[src/hdl/cleb_pkg.sv]
// Shared types, constants and key decode for the cursor line edit buffer.
// No dependencies; every other file in hdl/ imports this package.
`timescale 1ns / 1ps

package cleb_pkg;

    localparam int LINE_CAPACITY = 64;
    localparam int IDX_W         = $clog2(LINE_CAPACITY);
    localparam int CNT_W         = $clog2(LINE_CAPACITY + 1);

    localparam logic [7:0] KEY_END   = 8'h00;
    localparam logic [7:0] KEY_LEFT  = 8'h3C;
    localparam logic [7:0] KEY_RIGHT = 8'h3E;
    localparam logic [7:0] KEY_DEL   = 8'h2D;

    typedef enum logic [2:0] {
        KIND_END,
        KIND_LEFT,
        KIND_RIGHT,
        KIND_DEL,
        KIND_INS
    } key_kind_t;

    typedef enum logic [2:0] {
        S_IDLE,
        S_MOVE_L,
        S_MOVE_R,
        S_FL_RD,
        S_FL_OUT,
        S_FL_EMPTY
    } state_t;

    // Commands from controller to datapath; at most one is active per cycle.
    typedef struct packed {
        logic do_ins;
        logic do_ovf;
        logic do_del;
        logic mv_rd_l;
        logic mv_rd_r;
        logic mv_wr_l;
        logic mv_wr_r;
        logic fl_start;
        logic fl_rd;
        logic fl_load;
        logic empty_load;
    } cmd_t;

    // Status from datapath to controller.
    typedef struct packed {
        key_kind_t        kind;
        logic             can_left;
        logic             can_right;
        logic             can_del;
        logic             full;
        logic             empty;
        logic             flush_last;
        logic             out_free;
        logic [CNT_W-1:0] total;
    } status_t;

    function automatic key_kind_t key_decode(input logic [7:0] key);
        key_kind_t kind;
        unique case (key)
            KEY_END:   kind = KIND_END;
            KEY_LEFT:  kind = KIND_LEFT;
            KEY_RIGHT: kind = KIND_RIGHT;
            KEY_DEL:   kind = KIND_DEL;
            default:   kind = KIND_INS;
        endcase
        return kind;
    endfunction

endpackage

[src/hdl/cleb_ctrl.sv]
// Controller state machine for the cursor line edit buffer.
// Depends on cleb_pkg (state, command and status types).
`timescale 1ns / 1ps

module cleb_ctrl
    import cleb_pkg::*;
(
    input  logic    clk,
    input  logic    rst_n,
    input  logic    in_valid,
    input  status_t status,
    output logic    in_ready,
    output cmd_t    cmd
);

    state_t state_reg;
    state_t state_next;

    logic accept;

    assign accept = in_valid && (state_reg == S_IDLE);

    always_ff @(posedge clk or negedge rst_n)
    begin
        if (!rst_n)
        begin
            state_reg <= S_IDLE;
        end
        else
        begin
            state_reg <= state_next;
        end
    end

    // Next state
    always_comb
    begin
        state_next = state_reg;
        unique case (state_reg)
            S_IDLE:
            begin
                if (accept)
                begin
                    unique case (status.kind)
                        KIND_END:
                        begin
                            state_next = status.empty ? S_FL_EMPTY : S_FL_RD;
                        end
                        KIND_LEFT:
                        begin
                            if (status.can_left)
                            begin
                                state_next = S_MOVE_L;
                            end
                        end
                        KIND_RIGHT:
                        begin
                            if (status.can_right)
                            begin
                                state_next = S_MOVE_R;
                            end
                        end
                        default:
                        begin
                            state_next = S_IDLE;
                        end
                    endcase
                end
            end
            S_MOVE_L, S_MOVE_R:
            begin
                state_next = S_IDLE;
            end
            S_FL_RD:
            begin
                state_next = S_FL_OUT;
            end
            S_FL_OUT:
            begin
                if (status.out_free)
                begin
                    state_next = status.flush_last ? S_IDLE : S_FL_RD;
                end
            end
            S_FL_EMPTY:
            begin
                if (status.out_free)
                begin
                    state_next = S_IDLE;
                end
            end
            default:
            begin
                state_next = S_IDLE;
            end
        endcase
    end

    // Outputs
    always_comb
    begin
        cmd      = '0;
        in_ready = 1'b0;
        unique case (state_reg)
            S_IDLE:
            begin
                in_ready = 1'b1;
                if (accept)
                begin
                    unique case (status.kind)
                        KIND_END:   cmd.fl_start = !status.empty;
                        KIND_LEFT:  cmd.mv_rd_l  = status.can_left;
                        KIND_RIGHT: cmd.mv_rd_r  = status.can_right;
                        KIND_DEL:   cmd.do_del   = status.can_del;
                        KIND_INS:
                        begin
                            cmd.do_ovf = status.full;
                            cmd.do_ins = !status.full;
                        end
                        default:
                        begin
                            cmd = '0;
                        end
                    endcase
                end
            end
            S_MOVE_L:   cmd.mv_wr_l    = 1'b1;
            S_MOVE_R:   cmd.mv_wr_r    = 1'b1;
            S_FL_RD:    cmd.fl_rd      = 1'b1;
            S_FL_OUT:   cmd.fl_load    = status.out_free;
            S_FL_EMPTY: cmd.empty_load = status.out_free;
            default:
            begin
                cmd = '0;
            end
        endcase
    end

endmodule

[src/hdl/cleb_datapath.sv]
// Datapath for the cursor line edit buffer: both stack memories, counts,
// overflow flag, flush pointer and output register. Depends on cleb_pkg.
`timescale 1ns / 1ps

module cleb_datapath
    import cleb_pkg::*;
(
    input  logic       clk,
    input  logic       rst_n,
    input  cmd_t       cmd,
    input  logic [7:0] key_byte,
    input  logic       out_ready,
    output status_t    status,
    output logic       out_valid,
    output logic [7:0] text_char,
    output logic       line_empty,
    output logic       last_char,
    output logic       overflowed
);

    localparam logic [CNT_W-1:0] CAP = CNT_W'(LINE_CAPACITY);
    localparam logic [CNT_W-1:0] ONE = CNT_W'(1);

    logic [7:0] left_mem  [LINE_CAPACITY];
    logic [7:0] right_mem [LINE_CAPACITY];

    logic [CNT_W-1:0] lc_reg, lc_next;
    logic [CNT_W-1:0] rc_reg, rc_next;
    logic [CNT_W-1:0] pos_reg, pos_next;
    logic             ovf_reg, ovf_next;
    logic             from_left_reg;
    logic [7:0]       left_rdata_reg;
    logic [7:0]       right_rdata_reg;

    logic             out_valid_reg;
    logic [7:0]       out_char_reg;
    logic             out_empty_reg;
    logic             out_last_reg;
    logic             out_ovf_reg;

    logic [CNT_W-1:0] total;
    logic [CNT_W-1:0] pos_inc;
    logic [CNT_W-1:0] right_flush_idx;
    logic [IDX_W-1:0] left_rd_addr;
    logic [IDX_W-1:0] right_rd_addr;
    logic             clear_line;

    assign total           = lc_reg + rc_reg;
    assign pos_inc         = pos_reg + ONE;
    assign right_flush_idx = total - ONE - pos_reg;
    assign left_rd_addr    = cmd.mv_rd_l ? IDX_W'(lc_reg - ONE) : pos_reg[IDX_W-1:0];
    assign right_rd_addr   = cmd.mv_rd_r ? IDX_W'(rc_reg - ONE)
                                         : right_flush_idx[IDX_W-1:0];
    assign clear_line      = (cmd.fl_load && status.flush_last) || cmd.empty_load;

    assign status.kind       = key_decode(key_byte);
    assign status.can_left   = (lc_reg != '0) && (rc_reg < CAP);
    assign status.can_right  = (rc_reg != '0) && (lc_reg < CAP);
    assign status.can_del    = (lc_reg != '0);
    assign status.full       = (total >= CAP);
    assign status.empty      = (total == '0);
    assign status.flush_last = (pos_inc == total);
    assign status.out_free   = !out_valid_reg || out_ready;
    assign status.total      = total;

    // Stack memories: one write and one registered read per cycle each
    always_ff @(posedge clk)
    begin
        if (cmd.do_ins)
        begin
            left_mem[lc_reg[IDX_W-1:0]] <= key_byte;
        end
        else if (cmd.mv_wr_r)
        begin
            left_mem[lc_reg[IDX_W-1:0]] <= right_rdata_reg;
        end
        if (cmd.mv_rd_l || cmd.fl_rd)
        begin
            left_rdata_reg <= left_mem[left_rd_addr];
        end
    end

    always_ff @(posedge clk)
    begin
        if (cmd.mv_wr_l)
        begin
            right_mem[rc_reg[IDX_W-1:0]] <= left_rdata_reg;
        end
        if (cmd.mv_rd_r || cmd.fl_rd)
        begin
            right_rdata_reg <= right_mem[right_rd_addr];
        end
    end

    always_comb
    begin
        lc_next  = lc_reg;
        rc_next  = rc_reg;
        pos_next = pos_reg;
        ovf_next = ovf_reg;
        if (cmd.do_ins || cmd.mv_wr_r)
        begin
            lc_next = lc_reg + ONE;
        end
        if (cmd.do_del || cmd.mv_wr_l)
        begin
            lc_next = lc_reg - ONE;
        end
        if (cmd.mv_wr_l)
        begin
            rc_next = rc_reg + ONE;
        end
        if (cmd.mv_wr_r)
        begin
            rc_next = rc_reg - ONE;
        end
        if (cmd.do_ovf)
        begin
            ovf_next = 1'b1;
        end
        if (cmd.fl_start)
        begin
            pos_next = '0;
        end
        if (cmd.fl_load)
        begin
            pos_next = pos_inc;
        end
        if (clear_line)
        begin
            lc_next  = '0;
            rc_next  = '0;
            ovf_next = 1'b0;
        end
    end

    always_ff @(posedge clk or negedge rst_n)
    begin
        if (!rst_n)
        begin
            lc_reg        <= '0;
            rc_reg        <= '0;
            pos_reg       <= '0;
            ovf_reg       <= 1'b0;
            out_valid_reg <= 1'b0;
        end
        else
        begin
            lc_reg  <= lc_next;
            rc_reg  <= rc_next;
            pos_reg <= pos_next;
            ovf_reg <= ovf_next;
            if (cmd.fl_load || cmd.empty_load)
            begin
                out_valid_reg <= 1'b1;
            end
            else if (out_ready)
            begin
                out_valid_reg <= 1'b0;
            end
        end
    end

    // Flush source and output payload
    always_ff @(posedge clk)
    begin
        if (cmd.fl_rd)
        begin
            from_left_reg <= (pos_reg < lc_reg);
        end
        if (cmd.fl_load)
        begin
            out_char_reg  <= from_left_reg ? left_rdata_reg : right_rdata_reg;
            out_empty_reg <= 1'b0;
            out_last_reg  <= status.flush_last;
            out_ovf_reg   <= ovf_reg;
        end
        else if (cmd.empty_load)
        begin
            out_char_reg  <= 8'h00;
            out_empty_reg <= 1'b1;
            out_last_reg  <= 1'b1;
            out_ovf_reg   <= ovf_reg;
        end
    end

    assign out_valid  = out_valid_reg;
    assign text_char  = out_char_reg;
    assign line_empty = out_empty_reg;
    assign last_char  = out_last_reg;
    assign overflowed = out_ovf_reg;

endmodule

[src/hdl/cursor_line_edit_buffer_top.sv]
// Top level of the cursor line edit buffer: controller plus datapath.
// Depends on cleb_pkg, cleb_ctrl and cleb_datapath.
//
//  Channel  | Direction | Payload
//  ---------+-----------+----------------------------------------------------
//  s_axis   | in        | tdata[7:0] key_byte
//  m_axis   | out       | tdata[7:0] text_char, tuser[0] line_empty,
//           |           | tuser[1] overflowed, tlast = last_char
//
// Steps: insert, delete and ignored keys are handled on their accept; a cursor
// move is a registered stack read, then a write to the other stack. A flush
// starts on its accept, then each character takes a read issue and then an
// output load, as the stack read is registered; an empty flush then loads the marker.
// Reset: asynchronous, active low; clears counts, flag and control. Stack
// memories are not cleared, so there is no clearing pass after reset.
// Stalls: a held m_axis_tready holds the flush; the output register lets a
// new key be taken while the last result of a flush is still waiting.
`timescale 1ns / 1ps

module cursor_line_edit_buffer_top
    import cleb_pkg::*;
(
    input  logic       clk,
    input  logic       rst_n,
    input  logic       s_axis_tvalid,
    output logic       s_axis_tready,
    input  logic [7:0] s_axis_tdata,   // [7:0] key_byte
    output logic       m_axis_tvalid,
    input  logic       m_axis_tready,
    output logic [7:0] m_axis_tdata,   // [7:0] text_char
    output logic       m_axis_tlast,
    output logic [1:0] m_axis_tuser    // [0] line_empty, [1] overflowed
);

    cmd_t    cmd;
    status_t status;

    // Sequence edits and flush walks
    cleb_ctrl u_ctrl (
        .clk      (clk),
        .rst_n    (rst_n),
        .in_valid (s_axis_tvalid),
        .status   (status),
        .in_ready (s_axis_tready),
        .cmd      (cmd)
    );

    // Hold both stacks and drive the output transaction register
    cleb_datapath u_datapath (
        .clk        (clk),
        .rst_n      (rst_n),
        .cmd        (cmd),
        .key_byte   (s_axis_tdata),
        .out_ready  (m_axis_tready),
        .status     (status),
        .out_valid  (m_axis_tvalid),
        .text_char  (m_axis_tdata),
        .line_empty (m_axis_tuser[0]),
        .last_char  (m_axis_tlast),
        .overflowed (m_axis_tuser[1])
    );

    // The line never holds more characters than its capacity
    assert property (@(posedge clk) disable iff (!rst_n)
        status.total <= CNT_W'(LINE_CAPACITY))
        else $error("line length exceeds capacity");

    // At most one datapath command per cycle
    assert property (@(posedge clk) disable iff (!rst_n) $onehot0(cmd))
        else $error("conflicting datapath commands");

    // Loading the final character of a flush, or the empty marker, empties the line
    assert property (@(posedge clk) disable iff (!rst_n)
        (cmd.fl_load && status.flush_last) || cmd.empty_load |=> status.total == '0)
        else $error("line not cleared after flush");

    // The empty marker is only sent for an empty line
    assert property (@(posedge clk) disable iff (!rst_n)
        cmd.empty_load |-> status.empty)
        else $error("empty marker for a non-empty line");

endmodule
[config.mk]
export PLATFORM = sky130hd
export DESIGN_NAME = cursor_line_edit_buffer_top
export DESIGN_NICKNAME = d
export VERILOG_FILES = /design/src/hdl/cleb_pkg.sv /design/src/hdl/cleb_ctrl.sv /design/src/hdl/cleb_datapath.sv /design/src/hdl/cursor_line_edit_buffer_top.sv
export SDC_FILE = /design/constraint.sdc
export NUM_CORES = 2
export LEC_CHECK = 0
export BUFFER_PORTS_ARGS = -buffer_cell sky130_fd_sc_hd__clkbuf_2
export CAP_MARGIN = 20
export CORE_ASPECT_RATIO = 1.5
export CORE_UTILIZATION = 35
export CTS_BUF_LIST = sky130_fd_sc_hd__clkbuf_4
export DETAILED_ROUTE_END_ITERATION = 8
export GPL_TIMING_DRIVEN = 0
export RECOVER_POWER = 25
export SLEW_MARGIN = 20
export SYNTH_ARGS = -nofsm -noshare
export SYNTH_HDL_FRONTEND = slang
export SYNTH_SLANG_ARGS = --single-unit
[constraint.sdc]
create_clock -name clk -period 5 [get_ports clk]
set_input_delay 0.5 -clock clk [delete_from_list [all_inputs] [get_ports clk]]
set_output_delay 0.5 -clock clk [all_outputs]
set_load 0.02 [all_outputs]
==> flow_metrics.env <==
export IMPL_syn_cell_area_um2=44660
export IMPL_rsz0062_at_grt="yes"
export IMPL_first_global_vias=29740
export IMPL_cp_start_kind="flop"
export IMPL_die_w_um=293.6
export IMPL_path_clk_slew_ns=0.07
export IMPL_routed_wl_um=146700
export IMPL_grt_pass1_wl_um=207000
export IMPL_clock_skew_ns=0.06765
export IMPL_ant_nets=0
export IMPL_fin_util_pct=40.32
export IMPL_netlist_instances=3175
export IMPL_final_instance_count_excl_fill=5416
export IMPL_fp_dieArea_um2=129000
export IMPL_stdcell_area_um2=51090
export IMPL_critical_path_class="reg2reg"
export IMPL_period_minus_slack_ns=5.104
export IMPL_synth_top_flop_cell="edfxtp_1"
export IMPL_cp_end_kind="flop"
export IMPL_ir_worst_vdd_uv=691.3
export IMPL_arrival_ns=5.99
export IMPL_synth_adder_area_share_pct=0.7061
export IMPL_ioPinCount=25
export IMPL_syn_nets=3211
export IMPL_ys_seq_elements=1078
export IMPL_synth_most_common_cell="edfxtp_1"
export IMPL_synth_commonest_cells="1051 x edfxtp_1, 642 x nand2_1, 185 x nor2_1"
export IMPL_period_share_pct=102.1
export IMPL_drc=0
export IMPL_worstPathMaxFanout=10
export IMPL_clockRootBuffer="clkbuf_4"
export IMPL_netlist_top_cells_area="edfxtp_1 71%, nand2_1 5.4%, mux2i_1 3.4%"
export IMPL_status="finished with violations"
export IMPL_vias_per_cell=5.508
export IMPL_maxCapViolations=1
export IMPL_synth_compound_area_share_pct=7.338
export IMPL_cts_htree_levels=5
export IMPL_core_um2=126700
export IMPL_slew_headroom_pct=-9.631
export IMPL_chipHeight_um=439.5
export IMPL_synth_xor_area_share_pct=0.7845
export IMPL_fillers=11930
export IMPL_gp_congestion=1.010
export IMPL_dpl_cell_area_um2=47710
export IMPL_synth_edf_count=1051
export IMPL_cts_tree="yes"
export IMPL_min_path_type="in2reg"
export IMPL_async_flop_share_pct=2.412
export IMPL_antenna_found_initial=6
export IMPL_power_leakage_nw=17.22
export IMPL_nets=3579
export IMPL_setup_viol=2
export IMPL_grt_max_degree=65
export IMPL_ys_warnings_count=0
export IMPL_grt_usage_pct=22.68
export IMPL_post_drt_wl_per_cell_um=27.09
export IMPL_multi_input_area_um2=11850
export IMPL_worstPathRequired_ns=5.89
export IMPL_start_util_pct=35.24
export IMPL_pwr_density_cell_nw_per_um2=710.9
export IMPL_setup_ws_ns=-0.1035
export IMPL_dp_cells=4941
export IMPL_numCtsBuffers=284
export IMPL_synth_top_family_by_area="simple AND/OR/NAND/NOR gates"
export IMPL_drt_pass1_iter_count=6
export IMPL_violations="max-capacitance violations, max-slew violations, negative setup slack"
export IMPL_hold_viol_final=0
export IMPL_drive_above_1_share_pct=18.91
export IMPL_cts_sinks=1078
export IMPL_finalMaxSlewViolations=27
export IMPL_dp_hpwl_um=105000
export IMPL_clock_fmax_mhz=195.9
export IMPL_ys_seq_area_share_pct=72.18
export IMPL_vias=29830
export IMPL_synth_distinct_cells=86
export IMPL_regArea_um2=32230
export IMPL_synth_top_cell_by_area="edfxtp_1"
export IMPL_grt_overflow_total=0
export IMPL_placementRows=160
export IMPL_synthMuxAreaShare_pct=5.130
export IMPL_drt_initial_drc_count=3057
export IMPL_synth_top_area_share_pct=70.68
export IMPL_worst_slew_pin_slew_ns=1.644
export IMPL_clk_latency_ns=1.21
export IMPL_cts_buffer_depth=4
export IMPL_synth_simple_gate_area_share_pct=11.60
export IMPL_io_buffers=24
export IMPL_tns_ns=-0.1582
export IMPL_synth_area_per_cell_um2=14.06
export IMPL_synthToLayoutAreaGrowth_pct=14.41
## timing repair
action                                 4_1_cts  5_1_grt
hold buffers                                14        0
setup buffers                                0        8
gates resized for setup                     84       50
setup endpoints to repair                   84      128
endpoints found under the hold margin      177        0
pin swaps                                    0        1
## worst paths after layout
path	startpoint	to	slack (ns)	cells after the start
worst min-delay path	s_axis_tdata[7]	u_ctrl.state_reg[0]	0.22	6
max in group asynchronous	rst_n	u_datapath.rc_reg[2]	3.57	2
worst max register to register	u_datapath.rc_reg[0]	u_datapath.right_rdata_reg[5]	-0.10	14
min in group asynchronous	rst_n	u_datapath.pos_reg[6]	0.46	2
worst min register to register	u_datapath.ovf_reg	u_datapath.overflowed	0.44	0
worst max-delay path	u_datapath.rc_reg[0]	u_datapath.right_rdata_reg[5]	-0.10	14
## worst max-delay path, stage by stage (launching register included)
cell and delay [ns]:
dfrtp_1 0.41, clkbuf_2 0.22, inv_1 0.21, ha_1 0.32
nand2b_1 0.16, o311a_1 0.44, nand2_1 0.34, clkbuf_1 0.49
a31o_1 0.23, clkbuf_1 0.48, clkbuf_2 0.47, a221oi_1 0.19
nand4_1 0.30, o211a_1 0.32, nand4b_1 0.22
## per-stage QoR
stage	hold slack [ns]	total power, mW	setup slack, ns
floorplan	0.2044	19.79	0.9112
global placement	0.4349	28.17	-1.402
detailed placement	0.4439	28.33	-1.044
CTS	0.04487	35.71	-0.1379
global route	0.1615	37.14	-0.1737
finish	0.2241	36.32	-0.1035
## placed cells by master, fill, tap and decap left out, types with 9 or more instances in the layout
| cell type | n |
|---|---|
| o21ai_0 | 26 |
| mux2i_1 | 146 |
| o211ai_1 | 9 |
| a211oi_1 | 43 |
| buf_6 | 11 |
| a2111oi_2 | 17 |
| a32oi_1 | 20 |
| ha_1 | 22 |
| nand4_1 | 19 |
| nor3_1 | 18 |
| a31oi_1 | 52 |
| clkinv_1 | 57 |
| dfrtp_1 | 26 |
| mux4_2 | 31 |
| nand3_1 | 182 |
| edfxtp_1 | 1051 |
| nor2_1 | 165 |
| clkbuf_4 | 387 |
| clkbuf_2 | 55 |
| a22o_1 | 9 |
| nand2_1 | 632 |
| a221oi_1 | 21 |
| xor2_1 | 11 |
| xnor2_1 | 27 |
| buf_4 | 31 |
| a21o_1 | 12 |
| buf_2 | 51 |
| a221o_1 | 11 |
| o2111ai_1 | 39 |
| inv_1 | 25 |
| clkbuf_1 | 79 |
| o21ai_1 | 15 |
| dlygate4sd3_1 | 14 |
| and3_1 | 60 |
| a21oi_1 | 91 |
| nor2_2 | 20 |
## power breakdown
group / leakage [nW] / switching [mW] / internal [mW]
Clock: 1.90 / 3.49 / 3.56
Combinational: 5.54 / 13.9 / 5.11
Sequential: 9.78 / 0.0819 / 10.2
## final cells by class
cell class              count  area share (%)
repair buffers             87           1.244
plain buffers             180           1.915
well taps                1701           4.166
diodes                      8         0.03918
clock buffers             381           5.598
inverters                  26          0.1910
multi-input cells        1886           23.19
clock inverters            69          0.5731
flip-flops and latches   1078           63.08
## metal layers
layer	GRT usage, %	vias up	part of all wire [%]
met5	0	-	0.021
met4	16.59	4	7.7
met3	5.053	444	7.1
met2	39.74	1532	51
met1	23.83	14880	34
li1	-	12970	-
## kinds of logic after synthesis
kind of cell / count (synthesis)
DFF: 1078
and+or+nand+nor: 1182
adders and majority gates: 24
muxes: 189
buffers and inverters: 211
AOI/OAI and AO/OA: 451
xor gates and xnor gates: 40
Note: power is estimated with default switching activity, not from simulation.
